**config.mk**
```make
export PLATFORM = sky130hd
export DESIGN_NAME = message_ring_fifo_overwrite_top_flat
export DESIGN_NICKNAME = d
export VERILOG_FILES = /design/src/rtl/mrfo_pkg.sv /design/src/rtl/mrfo_if.sv /design/src/rtl/mrfo_queue.sv /design/src/rtl/mrfo_front.sv /design/src/rtl/mrfo_back.sv /design/src/rtl/message_ring_fifo_overwrite_top.sv /design/src/flat_wrapper.sv
export SDC_FILE = /design/constraint.sdc
export NUM_CORES = 2
export LEC_CHECK = 0
export BUFFER_PORTS_ARGS = -buffer_cell sky130_fd_sc_hd__buf_2
export CORE_ASPECT_RATIO = 1.5
export CORE_MARGIN = 1.5
export CORE_UTILIZATION = 45
export DETAILED_ROUTE_END_ITERATION = 16
export PLACE_DENSITY_LB_ADDON = 0.25
export SLEW_MARGIN = 20
export SYNTH_ARGS = -nofsm -noshare
export SYNTH_HDL_FRONTEND = slang
export SYNTH_MEMORY_MAX_BITS = 65536
export SYNTH_SLANG_ARGS = --single-unit
```
**constraint.sdc**
```tcl
create_clock -name clk -period 12.6 [get_ports clk]
set_clock_uncertainty 0.1 [all_clocks]
set_input_delay 2.52 -clock clk [delete_from_list [all_inputs] [get_ports clk]]
set_output_delay 2.52 -clock clk [all_outputs]
set_load 0.005 [all_outputs]
```
**src/rtl/mrfo_pkg.sv**
```systemverilog
package mrfo_pkg;

  localparam int DEF_SLOTS     = 64;
  localparam int DEF_MSG_WIDTH = 64;

  // Fixed field widths of the request, result and config channels
  localparam int DATA_W  = 64;
  localparam int CNT_W   = 7;
  localparam int BYTES_W = 4;
  localparam int CFG_W   = 7;
  localparam int CFG_IDX_W = 1;

  typedef enum logic [1:0] {
    CMD_GIVE  = 2'd0,
    CMD_TAKE  = 2'd1,
    CMD_PUSH  = 2'd2,
    CMD_RESET = 2'd3
  } cmd_t;

  typedef enum logic [1:0] {
    ST_OK    = 2'd0,
    ST_FULL  = 2'd1,
    ST_EMPTY = 2'd2
  } status_t;

  typedef enum logic [CFG_IDX_W-1:0] {
    REG_MSG_BYTES = 1'b0,
    REG_CAPACITY  = 1'b1
  } reg_idx_t;

  // Result fields plus memory control, carried from front to back
  typedef struct packed {
    status_t          status;
    logic             dropped;
    logic [CNT_W-1:0] fill_count;
    logic [CNT_W-1:0] free_space;
    logic             wr_en;
    logic             rd_en;
  } res_ctrl_t;

endpackage

```
**src/rtl/mrfo_if.sv**
```systemverilog
interface mrfo_in_if;
  logic                         valid;
  logic                         ready;
  mrfo_pkg::cmd_t               cmd;
  logic [mrfo_pkg::DATA_W-1:0]  data_in;

  modport source (output valid, output cmd, output data_in, input ready);
  modport sink   (input valid, input cmd, input data_in, output ready);
endinterface

interface mrfo_out_if;
  logic                         valid;
  logic                         ready;
  mrfo_pkg::status_t            status;
  logic [mrfo_pkg::DATA_W-1:0]  data_out;
  logic                         dropped;
  logic [mrfo_pkg::CNT_W-1:0]   fill_count;
  logic [mrfo_pkg::CNT_W-1:0]   free_space;

  modport source (output valid, output status, output data_out, output dropped,
                  output fill_count, output free_space, input ready);
  modport sink   (input valid, input status, input data_out, input dropped,
                  input fill_count, input free_space, output ready);
endinterface

```
**src/rtl/mrfo_queue.sv**
```systemverilog
module mrfo_queue #(
  parameter int WORD_W = 8
) (
  input  logic              clk,
  input  logic              rst_n,
  input  logic              push,
  input  logic [WORD_W-1:0] push_word,
  output logic              not_full,
  input  logic              pop,
  output logic              not_empty,
  output logic [WORD_W-1:0] pop_word
);

  logic [WORD_W-1:0] entry_r [2];
  logic              wptr_r, wptr_nxt;
  logic              rptr_r, rptr_nxt;
  logic [1:0]        cnt_r, cnt_nxt;
  logic              do_push, do_pop;

  assign not_full  = (cnt_r != 2'd2);
  assign not_empty = (cnt_r != 2'd0);
  assign do_push   = push && not_full;
  assign do_pop    = pop && not_empty;
  assign pop_word  = entry_r[rptr_r];

  always_comb begin
    wptr_nxt = do_push ? ~wptr_r : wptr_r;
    rptr_nxt = do_pop ? ~rptr_r : rptr_r;
    cnt_nxt  = cnt_r;
    if (do_push && !do_pop) begin
      cnt_nxt = cnt_r + 2'd1;
    end else if (do_pop && !do_push) begin
      cnt_nxt = cnt_r - 2'd1;
    end
  end

  always_ff @(posedge clk) begin
    if (!rst_n) begin
      wptr_r <= 1'b0;
      rptr_r <= 1'b0;
      cnt_r  <= 2'd0;
    end else begin
      wptr_r <= wptr_nxt;
      rptr_r <= rptr_nxt;
      cnt_r  <= cnt_nxt;
    end
  end

  always_ff @(posedge clk) begin
    if (do_push) begin
      entry_r[wptr_r] <= push_word;
    end
  end

endmodule

```
**src/rtl/mrfo_front.sv**
```systemverilog
module mrfo_front #(
  parameter int SLOTS     = mrfo_pkg::DEF_SLOTS,
  parameter int MSG_WIDTH = mrfo_pkg::DEF_MSG_WIDTH,
  parameter int PTR_W     = (SLOTS > 1) ? $clog2(SLOTS) : 1
) (
  input  logic                              clk,
  input  logic                              rst_n,
  input  logic                              cfg_wr_en,
  input  logic [mrfo_pkg::CFG_IDX_W-1:0]    cfg_index,
  input  logic [mrfo_pkg::CFG_W-1:0]        cfg_wdata,
  mrfo_in_if.sink                           in_req,
  input  logic                              q_not_full,
  output logic                              q_push,
  output mrfo_pkg::res_ctrl_t               q_ctrl,
  output logic [PTR_W-1:0]                  q_addr,
  output logic [MSG_WIDTH-1:0]              q_data
);

  localparam int CNT_W = mrfo_pkg::CNT_W;
  localparam int CMP_W = (PTR_W + 1 > CNT_W) ? PTR_W + 1 : CNT_W;
  localparam int CAP_LIMIT = (SLOTS < (2 ** CNT_W) - 1) ? SLOTS : (2 ** CNT_W) - 1;
  localparam logic [CNT_W-1:0] CAP_MAX = CNT_W'(CAP_LIMIT);

  logic [mrfo_pkg::BYTES_W-1:0] msg_bytes_r;
  logic [CNT_W-1:0]             capacity_r;
  logic [PTR_W-1:0]             rd_slot_r, rd_slot_nxt;
  logic [PTR_W-1:0]             wr_slot_r, wr_slot_nxt;
  logic [CNT_W-1:0]             held_r, held_nxt;

  logic [CNT_W-1:0]             cap;
  logic                         over;
  logic [CNT_W-1:0]             held_eff;
  logic [PTR_W-1:0]             rd_eff, wr_eff;
  logic [PTR_W-1:0]             rd_adv, wr_adv;
  logic [mrfo_pkg::BYTES_W-1:0] bytes_eff;
  logic [CNT_W-1:0]             mask_bits;
  logic [MSG_WIDTH-1:0]         mask;
  logic                         accept;

  function automatic logic [PTR_W-1:0] advance(input logic [PTR_W-1:0] p,
                                               input logic [CNT_W-1:0] c);
    logic [CMP_W-1:0] n;
    n = CMP_W'(p) + CMP_W'(1);
    return (n < CMP_W'(c)) ? PTR_W'(n) : '0;
  endfunction

  assign in_req.ready = q_not_full;
  assign accept       = in_req.valid && q_not_full;
  assign q_push       = accept;

  // Clamp capacity into 1..SLOTS, and to at most 127 (the CNT_W limit)
  always_comb begin
    if (capacity_r == '0) begin
      cap = CNT_W'(1);
    end else if (capacity_r > CAP_MAX) begin
      cap = CAP_MAX;
    end else begin
      cap = capacity_r;
    end
  end

  assign over     = (held_r > cap);
  assign held_eff = over ? '0 : held_r;
  assign rd_eff   = over ? '0 : rd_slot_r;
  assign wr_eff   = over ? '0 : wr_slot_r;
  assign rd_adv   = advance(rd_eff, cap);
  assign wr_adv   = advance(wr_eff, cap);

  // Byte count clamps into 1..8; the mask width saturates at MSG_WIDTH
  always_comb begin
    if (msg_bytes_r == '0) begin
      bytes_eff = mrfo_pkg::BYTES_W'(1);
    end else if (msg_bytes_r > mrfo_pkg::BYTES_W'(8)) begin
      bytes_eff = mrfo_pkg::BYTES_W'(8);
    end else begin
      bytes_eff = msg_bytes_r;
    end
    mask_bits = {bytes_eff, 3'b000};
    for (int i = 0; i < MSG_WIDTH; i++) begin
      mask[i] = (i < int'(mask_bits));
    end
  end

  assign q_data = in_req.data_in[MSG_WIDTH-1:0] & mask;

  always_comb begin
    rd_slot_nxt = rd_eff;
    wr_slot_nxt = wr_eff;
    held_nxt    = held_eff;
    q_addr      = wr_eff;
    q_ctrl      = '0;
    q_ctrl.status = mrfo_pkg::ST_OK;
    unique case (in_req.cmd)
      mrfo_pkg::CMD_GIVE: begin
        if (held_eff < cap) begin
          q_ctrl.wr_en = 1'b1;
          wr_slot_nxt  = wr_adv;
          held_nxt     = held_eff + CNT_W'(1);
        end else begin
          q_ctrl.status = mrfo_pkg::ST_FULL;
        end
      end
      mrfo_pkg::CMD_TAKE: begin
        q_addr = rd_eff;
        if (held_eff != '0) begin
          q_ctrl.rd_en = 1'b1;
          rd_slot_nxt  = rd_adv;
          held_nxt     = held_eff - CNT_W'(1);
        end else begin
          q_ctrl.status = mrfo_pkg::ST_EMPTY;
        end
      end
      mrfo_pkg::CMD_PUSH: begin
        q_ctrl.wr_en = 1'b1;
        wr_slot_nxt  = wr_adv;
        if (held_eff >= cap) begin
          // drop the oldest, count stays put
          q_ctrl.dropped = 1'b1;
          rd_slot_nxt    = rd_adv;
        end else begin
          held_nxt = held_eff + CNT_W'(1);
        end
      end
      mrfo_pkg::CMD_RESET: begin
        rd_slot_nxt = '0;
        wr_slot_nxt = '0;
        held_nxt    = '0;
      end
      default: begin
        held_nxt = held_eff;
      end
    endcase
    q_ctrl.fill_count = held_nxt;
    q_ctrl.free_space = cap - held_nxt;
  end

  always_ff @(posedge clk) begin
    if (!rst_n) begin
      msg_bytes_r <= mrfo_pkg::BYTES_W'(8);
      capacity_r  <= CNT_W'(64);
      rd_slot_r   <= '0;
      wr_slot_r   <= '0;
      held_r      <= '0;
    end else if (cfg_wr_en) begin
      unique case (mrfo_pkg::reg_idx_t'(cfg_index))
        mrfo_pkg::REG_MSG_BYTES: begin
          msg_bytes_r <= cfg_wdata[mrfo_pkg::BYTES_W-1:0];
        end
        mrfo_pkg::REG_CAPACITY: begin
          // new capacity empties the ring
          capacity_r <= cfg_wdata[CNT_W-1:0];
          rd_slot_r  <= '0;
          wr_slot_r  <= '0;
          held_r     <= '0;
        end
        default: begin
          msg_bytes_r <= msg_bytes_r;
        end
      endcase
    end else if (accept) begin
      rd_slot_r <= rd_slot_nxt;
      wr_slot_r <= wr_slot_nxt;
      held_r    <= held_nxt;
    end
  end

endmodule

```
**src/rtl/mrfo_back.sv**
```systemverilog
module mrfo_back #(
  parameter int SLOTS     = mrfo_pkg::DEF_SLOTS,
  parameter int MSG_WIDTH = mrfo_pkg::DEF_MSG_WIDTH,
  parameter int PTR_W     = (SLOTS > 1) ? $clog2(SLOTS) : 1
) (
  input  logic                 clk,
  input  logic                 rst_n,
  input  logic                 q_not_empty,
  output logic                 q_pop,
  input  mrfo_pkg::res_ctrl_t  q_ctrl,
  input  logic [PTR_W-1:0]     q_addr,
  input  logic [MSG_WIDTH-1:0] q_data,
  mrfo_out_if.source           out_res
);

  logic [MSG_WIDTH-1:0] mem [SLOTS];
  logic [MSG_WIDTH-1:0] rdata_r;
  mrfo_pkg::res_ctrl_t  ctrl_r;
  logic                 valid_r, valid_nxt;
  logic                 load;

  // advance when the output register is empty or being drained
  assign load  = !valid_r || out_res.ready;
  assign q_pop = load && q_not_empty;

  always_comb begin
    valid_nxt = valid_r;
    if (load) begin
      valid_nxt = q_not_empty;
    end
  end

  always_ff @(posedge clk) begin
    if (!rst_n) begin
      valid_r <= 1'b0;
    end else begin
      valid_r <= valid_nxt;
    end
  end

  always_ff @(posedge clk) begin
    if (q_pop) begin
      ctrl_r <= q_ctrl;
    end
  end

  always_ff @(posedge clk) begin
    if (q_pop && q_ctrl.wr_en) begin
      mem[q_addr] <= q_data;
    end
  end

  always_ff @(posedge clk) begin
    if (q_pop) begin
      rdata_r <= mem[q_addr];
    end
  end

  assign out_res.valid      = valid_r;
  assign out_res.status     = ctrl_r.status;
  assign out_res.dropped    = ctrl_r.dropped;
  assign out_res.fill_count = ctrl_r.fill_count;
  assign out_res.free_space = ctrl_r.free_space;
  assign out_res.data_out   = ctrl_r.rd_en ? mrfo_pkg::DATA_W'(rdata_r) : '0;

endmodule

```
**src/rtl/message_ring_fifo_overwrite_top.sv**
```systemverilog
// channel  | dir | handshake             | payload
// in_req   | in  | valid/ready           | cmd, data_in
// out_res  | out | valid/ready           | status, data_out, dropped, fill_count, free_space
// cfg      | in  | cfg_wr_en, no stall   | cfg_index, cfg_wdata
//
// One request per cycle while in_req is not stalled. The front stage classifies a
// request and updates the ring pointers in the cycle it is accepted; the back
// stage writes or reads the slot memory later, when it pops the request from the
// queue into its output register, from which out_res presents the result.
// A two-entry queue separates the stages; in_req stalls only when it is full,
// which takes two requests waiting behind a result that out_res holds.
// Reset (synchronous, rst_n low) empties the ring; slot contents are not cleared.
module message_ring_fifo_overwrite_top #(
  parameter int SLOTS     = mrfo_pkg::DEF_SLOTS,
  parameter int MSG_WIDTH = mrfo_pkg::DEF_MSG_WIDTH
) (
  input  logic                           clk,
  input  logic                           rst_n,
  input  logic                           cfg_wr_en,
  input  logic [mrfo_pkg::CFG_IDX_W-1:0] cfg_index,
  input  logic [mrfo_pkg::CFG_W-1:0]     cfg_wdata,
  mrfo_in_if.sink                        in_req,
  mrfo_out_if.source                     out_res
);

  localparam int PTR_W  = (SLOTS > 1) ? $clog2(SLOTS) : 1;
  localparam int CTRL_W = $bits(mrfo_pkg::res_ctrl_t);
  localparam int WORD_W = CTRL_W + PTR_W + MSG_WIDTH;

  logic                 q_push, q_pop, q_not_full, q_not_empty;
  mrfo_pkg::res_ctrl_t  f_ctrl, b_ctrl;
  logic [PTR_W-1:0]     f_addr, b_addr;
  logic [MSG_WIDTH-1:0] f_data, b_data;
  logic [WORD_W-1:0]    push_word, pop_word;

  mrfo_front #(.SLOTS(SLOTS), .MSG_WIDTH(MSG_WIDTH), .PTR_W(PTR_W)) u_front (
    .clk        (clk),
    .rst_n      (rst_n),
    .cfg_wr_en  (cfg_wr_en),
    .cfg_index  (cfg_index),
    .cfg_wdata  (cfg_wdata),
    .in_req     (in_req),
    .q_not_full (q_not_full),
    .q_push     (q_push),
    .q_ctrl     (f_ctrl),
    .q_addr     (f_addr),
    .q_data     (f_data)
  );

  assign push_word = {f_ctrl, f_addr, f_data};

  mrfo_queue #(.WORD_W(WORD_W)) u_queue (
    .clk       (clk),
    .rst_n     (rst_n),
    .push      (q_push),
    .push_word (push_word),
    .not_full  (q_not_full),
    .pop       (q_pop),
    .not_empty (q_not_empty),
    .pop_word  (pop_word)
  );

  assign b_ctrl = mrfo_pkg::res_ctrl_t'(pop_word[WORD_W-1 -: CTRL_W]);
  assign b_addr = pop_word[MSG_WIDTH +: PTR_W];
  assign b_data = pop_word[MSG_WIDTH-1:0];

  mrfo_back #(.SLOTS(SLOTS), .MSG_WIDTH(MSG_WIDTH), .PTR_W(PTR_W)) u_back (
    .clk         (clk),
    .rst_n       (rst_n),
    .q_not_empty (q_not_empty),
    .q_pop       (q_pop),
    .q_ctrl      (b_ctrl),
    .q_addr      (b_addr),
    .q_data      (b_data),
    .out_res     (out_res)
  );

  a_empty_result: assert property (@(posedge clk) disable iff (!rst_n)
    out_res.valid && out_res.status == mrfo_pkg::ST_EMPTY
      |-> out_res.fill_count == '0 && out_res.data_out == '0)
    else $error("empty take reported held messages or data");

  a_full_result: assert property (@(posedge clk) disable iff (!rst_n)
    out_res.valid && out_res.status == mrfo_pkg::ST_FULL
      |-> out_res.free_space == '0 && !out_res.dropped)
    else $error("full give reported free space or a drop");

  a_drop_full: assert property (@(posedge clk) disable iff (!rst_n)
    out_res.valid && out_res.dropped |-> out_res.free_space == '0)
    else $error("drop reported while ring not full");

  a_queue_order: assert property (@(posedge clk) disable iff (!rst_n)
    q_pop && !q_push |=> q_not_full)
    else $error("front-to-back queue lost space after a pop");

endmodule
```
**src/flat_wrapper.sv**
```systemverilog
// flat-port wrapper written by rule: the top's interface ports become plain ports
module message_ring_fifo_overwrite_top_flat 
#(
  parameter int SLOTS     = mrfo_pkg::DEF_SLOTS,
  parameter int MSG_WIDTH = mrfo_pkg::DEF_MSG_WIDTH
)
  (clk, rst_n, cfg_wr_en, cfg_index, cfg_wdata, in_req_valid, in_req_cmd, in_req_data_in, in_req_ready, out_res_valid, out_res_status, out_res_data_out, out_res_dropped, out_res_fill_count, out_res_free_space, out_res_ready);
  mrfo_in_if in_req_i ();
  mrfo_out_if out_res_i ();
  input  logic clk;
  input  logic rst_n;
  input  logic cfg_wr_en;
  input  logic [mrfo_pkg::CFG_IDX_W-1:0] cfg_index;
  input  logic [mrfo_pkg::CFG_W-1:0] cfg_wdata;
  input wire logic [$bits(in_req_i.valid)-1:0] in_req_valid;
  input wire logic [$bits(in_req_i.cmd)-1:0] in_req_cmd;
  input wire logic [$bits(in_req_i.data_in)-1:0] in_req_data_in;
  output wire logic [$bits(in_req_i.ready)-1:0] in_req_ready;
  output wire logic [$bits(out_res_i.valid)-1:0] out_res_valid;
  output wire logic [$bits(out_res_i.status)-1:0] out_res_status;
  output wire logic [$bits(out_res_i.data_out)-1:0] out_res_data_out;
  output wire logic [$bits(out_res_i.dropped)-1:0] out_res_dropped;
  output wire logic [$bits(out_res_i.fill_count)-1:0] out_res_fill_count;
  output wire logic [$bits(out_res_i.free_space)-1:0] out_res_free_space;
  input wire logic [$bits(out_res_i.ready)-1:0] out_res_ready;
  assign in_req_i.valid = in_req_valid;
  assign in_req_i.cmd = in_req_cmd;
  assign in_req_i.data_in = in_req_data_in;
  assign in_req_ready = in_req_i.ready;
  assign out_res_valid = out_res_i.valid;
  assign out_res_status = out_res_i.status;
  assign out_res_data_out = out_res_i.data_out;
  assign out_res_dropped = out_res_i.dropped;
  assign out_res_fill_count = out_res_i.fill_count;
  assign out_res_free_space = out_res_i.free_space;
  assign out_res_i.ready = out_res_ready;
  message_ring_fifo_overwrite_top #(.SLOTS(SLOTS), .MSG_WIDTH(MSG_WIDTH)) u_core (.clk(clk), .rst_n(rst_n), .cfg_wr_en(cfg_wr_en), .cfg_index(cfg_index), .cfg_wdata(cfg_wdata), .in_req(in_req_i), .out_res(out_res_i));
endmodule
```
=== After elaboration in Yosys (flattened, before gate mapping) ===
Memories as Yosys holds them, arrays and structs flattened. A register that Yosys moved wholly into a read port is not among the register bits.
Index checks and enable logic that the tools add are counted.

* Add/subtract/negate cells: 7
* Magnitude comparators: 71
* Equal/unequal tests: 5
* Muxes and demuxes: 45
* Bitwise operators: 4
* Reductions and logical operators: 21

{| class="wikitable"
|+ Operators with widths
! kind !! count
|-
| $lt 6x7->1 const A || 32
|-
| $lt 5x7->1 const A || 16
|-
| $mux 6 || 13
|-
| $and 64x64->64 || 1
|-
| $mux 64 || 1
|-
| $mux 7 || 9
|-
| $lt 4x7->1 const A || 8
|-
| $pmux 6 s3 || 2
|-
| $lt 3x7->1 const A || 4
|-
| $pmux 7 s4 || 1
|-
| $lt 7x7->1 || 3
|-
| $add 6x1->7 const B || 2
|-
| $lt 1x7->1 const A || 2
|-
| $lt 2x7->1 const A || 2
|-
| $mux 1 || 12
|-
| $mux 4 || 2
|-
| $add 7x1->7 const B || 1
|-
| $ge 7x7->1 || 1
|-
| $gt 7x7->1 || 1
|-
| $gt 7x7->1 const B || 1
|-
| $logic_and 1x1->1 || 7
|-
| $logic_not 7->1 || 1
|-
| $reduce_bool 7->1 || 1
|-
| $sub 7x1->7 const B || 1
|-
| 18 further kinds || 29
|}

* Bits in registers: 53
* RAM bits: 4274
* Input bits: 79
* Output and inout port bits: 83
* Word-level logic and storage cells: 169
* Memories: 2

{| class="wikitable"
|+ Memory list
! memory !! words !! width !! rd ports !! clocked after memory_dff !! wr ports !! line !! text
|-
| u_core.u_back.mem || 64 || 64 || 1 || 1 || 1 || mrfo_back.sv:16 || <nowiki>logic [MSG_WIDTH-1:0] mem [SLOTS];</nowiki>
|-
| u_core.u_queue.entry_r || 2 || 89 || 1 || 1 || 1 || mrfo_queue.sv:14 || <nowiki>logic [WORD_W-1:0] entry_r [2];</nowiki>
|}

=== Depth between registers and ports, before layout ===
* Word-level depth: 12
* Gate-level depth with buffers: 28
* Mapped depth without buffers: 25

=== Hierarchy ===
From an unflattened synthesis, not the netlist that was laid out.

* Cell total of the unflattened synthesis: 9508
* Area total of the unflattened synthesis: 169741.5 um^2

{| class="wikitable"
|+ By module, submodules not included
! module !! instances !! cells an instance !! area each (um^2) !! seq. area each (um^2)
|-
| mrfo_back || 1 || 8708 || 159420.4 || 125480.3
|-
| mrfo_queue || 1 || 301 || 6696.4 || 5445.2
|-
| mrfo_front || 1 || 499 || 3624.7 || 600.6
|}

=== Worst setup path before layout ===
OpenSTA, ideal clock, no wires.

* Kind: in2reg
* Start point: input in_req_valid
* End point: memory u_core.u_queue.entry_r[0][0] in the netlist's numbering, enable pin
* Setup time: 537 ps
* Data arrival time: 6341 ps
* Required time: 11963 ps
* Path slack: 5622 ps
* Stages: 2
* Buffers on the path: 0
* Cells stage by stage: nand2_1 nor2_1

* Longest elaborated chain between the ends: 4

{| class="wikitable"
|+ RTL lines
! item !! line !! text
|-
| from (decl) || flat_wrapper.sv:15 || <nowiki>input wire logic [$bits(in_req_i.valid)-1:0] in_req_valid;</nowiki>
|-
| $logic_and 1x1->1 || mrfo_front.sv:48 || <nowiki>assign accept = in_req.valid && q_not_full;</nowiki>
|-
| $logic_and 1x1->1 || mrfo_queue.sv:22 || <nowiki>assign do_push = push && not_full;</nowiki>
|-
| $mux 1 || mrfo_queue.sv:50 || <nowiki>if (do_push) begin</nowiki>
|-
| $mux 1 (implied by the code) || mrfo_queue.sv:51 || <nowiki>entry_r[wptr_r] <= push_word;</nowiki>
|-
| to (decl) || mrfo_queue.sv:14 ||
|}

Every way passes these cells.

==> flow_summary.json <==
{
  "ys_seq_area_share_pct": 80.91,
  "grt_pass1_wl_um": 783900,
  "end_kind": "flip-flop",
  "grt_usage_pct": 31.04,
  "p_seq_share_pct": 45.7,
  "grt_pass1_vias": 93960,
  "timing.rr.end": "u_core.u_queue.entry_r[0][78]",
  "start_util_pct": 45.14,
  "leakagePower_nw": 56.36,
  "clock_path_buffers": 4,
  "max_freq_mhz": 140.2,
  "clk_latency_ns": 0.94,
  "synth_edf_count": 4356,
  "vias": 99170,
  "core-area_sq_mm": 0.3601,
  "cap_violations": 0,
  "drc": 0,
  "start_kind": "flip-flop",
  "hold_slack_ns": 0.3602,
  "io_buffers": 161,
  "die_area_sq_mm": 0.3649,
  "ir_worst_vdd_mv": 0.1933,
  "nets": 9547,
  "fin_util_pct": 50.88,
  "grt_overflow": 0,
  "syn_area_sq_mm": 0.1626,
  "fin_crit_ns": 7.133,
  "setup_viol": 0,
  "layout-drive-gt1-share_pct": 13.18,
  "power_density_mw_per_mm2": 219.5,
  "p_comb_share_pct": 24.0,
  "cts.sink_count": 4392,
  "placed_cells": 13800,
  "finalNonFillerCells": 14560,
  "antenna_found_initial": 58,
  "hold_violations": 0,
  "dr.pass1.iters": 8,
  "area_growth_pct": 12.70,
  "ys_warn_count": 0,
  "place_congestion": 0.8667,
  "numCtsBuffers": 391,
  "cts-root-buf": "clkbuf_16",
  "rsz0062_at_grt": "no",
  "hpwlAfterDp_um": 324400,
  "finalWorstSetupSlack_ns": 5.467,
  "path_max_fanout": 25,
  "syn-mean-instance-area_sq_um": 17.82,
  "die_w_um": 493.8,
  "cts_hold_buffers": 0,
  "async_flop_share_pct": 0,
  "p_int_mw": 26.99,
  "worst_pin_slew_ns": 1.322,
  "grt_max_degree": 98,
  "htree_num_levels": 5,
  "worstSetupPathType": "reg2reg",
  "num_rows": 270,
  "r2r_start": "u_core.u_front.capacity_r[6]",
  "slew_headroom_pct": 10.70,
  "syn_nets": 9240,
  "clkTransAtPathRegs_ns": 0.07,
  "min_to": "u_core.u_front.capacity_r[0]",
  "top_level_ports": 162,
  "synthFlopType": "edfxtp_1",
  "ant_nets": 0,
  "met1_usage_pct": 39.98,
  "crit_arrival_ns": 7.71,
  "fin_area_sq_mm": 0.1832,
  "postCtsSetupBuffers": 0,
  "p_switching_mw": 13.22,
  "pre_cts_slack_ns": 5.468,
  "avgViaCountPerCell": 6.810,
  "hold_path_depth": 2,
  "fin_total_pwr_mw": 40.21,
  "drt-total-wl_um": 581400,
  "rrSetupSlack_ns": 5.47,
  "synth_cell_type_count": 85,
  "drt-wirelength-per-cell_um": 39.93,
  "critPathRequiredTime_ns": 13.18,
  "fin_tns_setup_ns": 0,
  "post_cts_resized": 0,
  "post-route-period-util_pct": 56.61,
  "drt_iter0_drc": 17130,
  "outcome": "complete, no violations",
  "switching_share_pct": 32.87,
  "grt.met3_usage_pct": 6.576,
  "clkPwrFrac_pct": 30.2,
  "grt.busiest_layer": "met2",
  "hp-class": "reg2reg",
  "grt_use_met2_pct": 49.90,
  "dpl-instance-area_sq_mm": 0.1703,
  "synthCells": 9124,
  "finalMaxSlewViolations": 0,
  "min_from": "u_core.u_front.capacity_r[0]",
  "ff2ff_path_depth": 25,
  "die_h_um": 739.1,
  "cts_tree": "done",
  "ys_seq_elements": 4392
}
## metal layers
layer,routed length (um),up-vias
met2,276000,8013
met4,33410,24
met3,70850,1430
met5,174,-
li1,-,38430
met1,201000,51270
## critical path: stages (launching register included)
cell and delay [ns]:
dfxtp_1 0.37, inv_1 0.22, nand2_1 0.28, ha_1 0.37, a21oi_1 0.22, o21ai_0 0.20, o21ai_2 0.15, buf_4 0.32
and2_1 0.23, ha_1 0.28, a21oi_1 0.21, o21ai_0 0.28, a221oi_1 0.98, buf_4 0.29, mux2i_1 0.09, xnor2_1 0.16
o22ai_1 0.35, ha_1 0.21, inv_1 0.06, fa_1 0.46, a21o_1 0.17, a21oi_1 0.26, o21bai_1 0.11, a21oi_1 0.21
xnor2_1 0.16, xnor2_1 0.10
## worst max-delay path by stage
stage	cells after the start	slack [ns]	from	to
floorplan	2	5.62	in_req_valid	u_core.u_queue.entry_r[0][0]
global placement	26	5.30	u_core.u_front.capacity_r[1]	u_core.u_queue.entry_r[0][78]
detailed placement	25	5.47	u_core.u_front.capacity_r[6]	u_core.u_queue.entry_r[0][78]
CTS	25	5.44	u_core.u_front.capacity_r[6]	u_core.u_queue.entry_r[0][78]
global route	25	4.96	u_core.u_front.capacity_r[6]	u_core.u_queue.entry_r[0][78]
finish	25	5.47	u_core.u_front.capacity_r[6]	u_core.u_queue.entry_r[0][78]
## final cells by class
type / instances / area (sq um)
antenna: 63 / 157.7
clock buffer: 477 / 10220
clock inverter: 223 / 2462
fill: 29150 / 176900
inverter: 29 / 113.9
multi-input combinational: 4093 / 28920
sequential: 4392 / 131500
tap: 4760 / 5956
timing repair buffer: 524 / 3854
## state kept, by name, indices dropped and copies added (netlist names), named ones only
name	flops
u_core.u_queue.wptr_r	1
u_core.u_back.out_res.status	2
u_core.u_back.out_res.fill_count	7
u_core.u_queue.cnt_r	2
u_core.u_back.ctrl_r	1
u_core.u_queue.entry_r	178
u_core.u_back.mem	4096
u_core.u_back.rdata_r	64
u_core.u_front.msg_bytes_r	4
u_core.u_back.out_res.dropped	1
u_core.u_back.out_res.free_space	7
u_core.u_front.rd_slot_r	6
u_core.u_queue.rptr_r	1
u_core.u_back.out_res.valid	1
u_core.u_front.held_r	7
u_core.u_front.capacity_r	7
u_core.u_front.wr_slot_r	6
## cell families after synthesis
logic type | share of synthesized area (%)
mux | 1.424
buf+inv | 1.850
xor+xnor | 0.1131
fa+ha+maj | 0.2894
compound gates | 12.23
simple gates | 3.182
flops | 80.91
## cells in the final DEF, fill, tap and decap left out, drive strengths merged, types with 94 or more instances in the layout
master / instances
a22o: 139
nand2: 530
mux2i: 132
buf: 523
edfxtp: 4356
a31oi: 102
a41oi: 198
a22oi: 1346
clkinv: 146
nor2: 149
and2: 94
a21oi: 429
clkbuf: 477
## cells in the mapped netlist, types with 23 or more instances
cell type | count | area share, %
nand4_1 | 71 | 0.27
nor4_1 | 63 | 0.24
edfxtp_1 | 4356 | 80
a31oi_1 | 102 | 0.39
mux2i_1 | 130 | 0.80
a221oi_1 | 92 | 0.50
and2_1 | 94 | 0.36
nand3_1 | 70 | 0.22
dfxtp_1 | 36 | 0.44
o21ai_0 | 75 | 0.23
buf_4 | 62 | 0.29
nor2_1 | 146 | 0.34
a41oi_1 | 198 | 1.1
a22o_1 | 139 | 0.75
a22oi_1 | 1346 | 6.2
nand2_1 | 528 | 1.2
inv_1 | 28 | 0.065
buf_1 | 68 | 0.16
buf_2 | 271 | 0.83
nor2b_1 | 42 | 0.16
a21oi_1 | 425 | 1.3
o22ai_1 | 67 | 0.26
ha_1 | 36 | 0.28
mux2_2 | 84 | 0.58
clkbuf_1 | 204 | 0.47
a222oi_1 | 70 | 0.43
a221o_1 | 23 | 0.14
## power groups by stage
stage | clock (mW) | sequential, mW | combinational [mW]
floorplan | 0 | 18.5 | 4.63
global placement | 0 | 18.7 | 9.31
detailed placement | 0 | 18.7 | 9.45
CTS | 12.2 | 18.4 | 9.48
global route | 12.7 | 18.4 | 9.87
finish | 12.2 | 18.4 | 9.66
No activity file was read; power rests on OpenSTA's default activity.
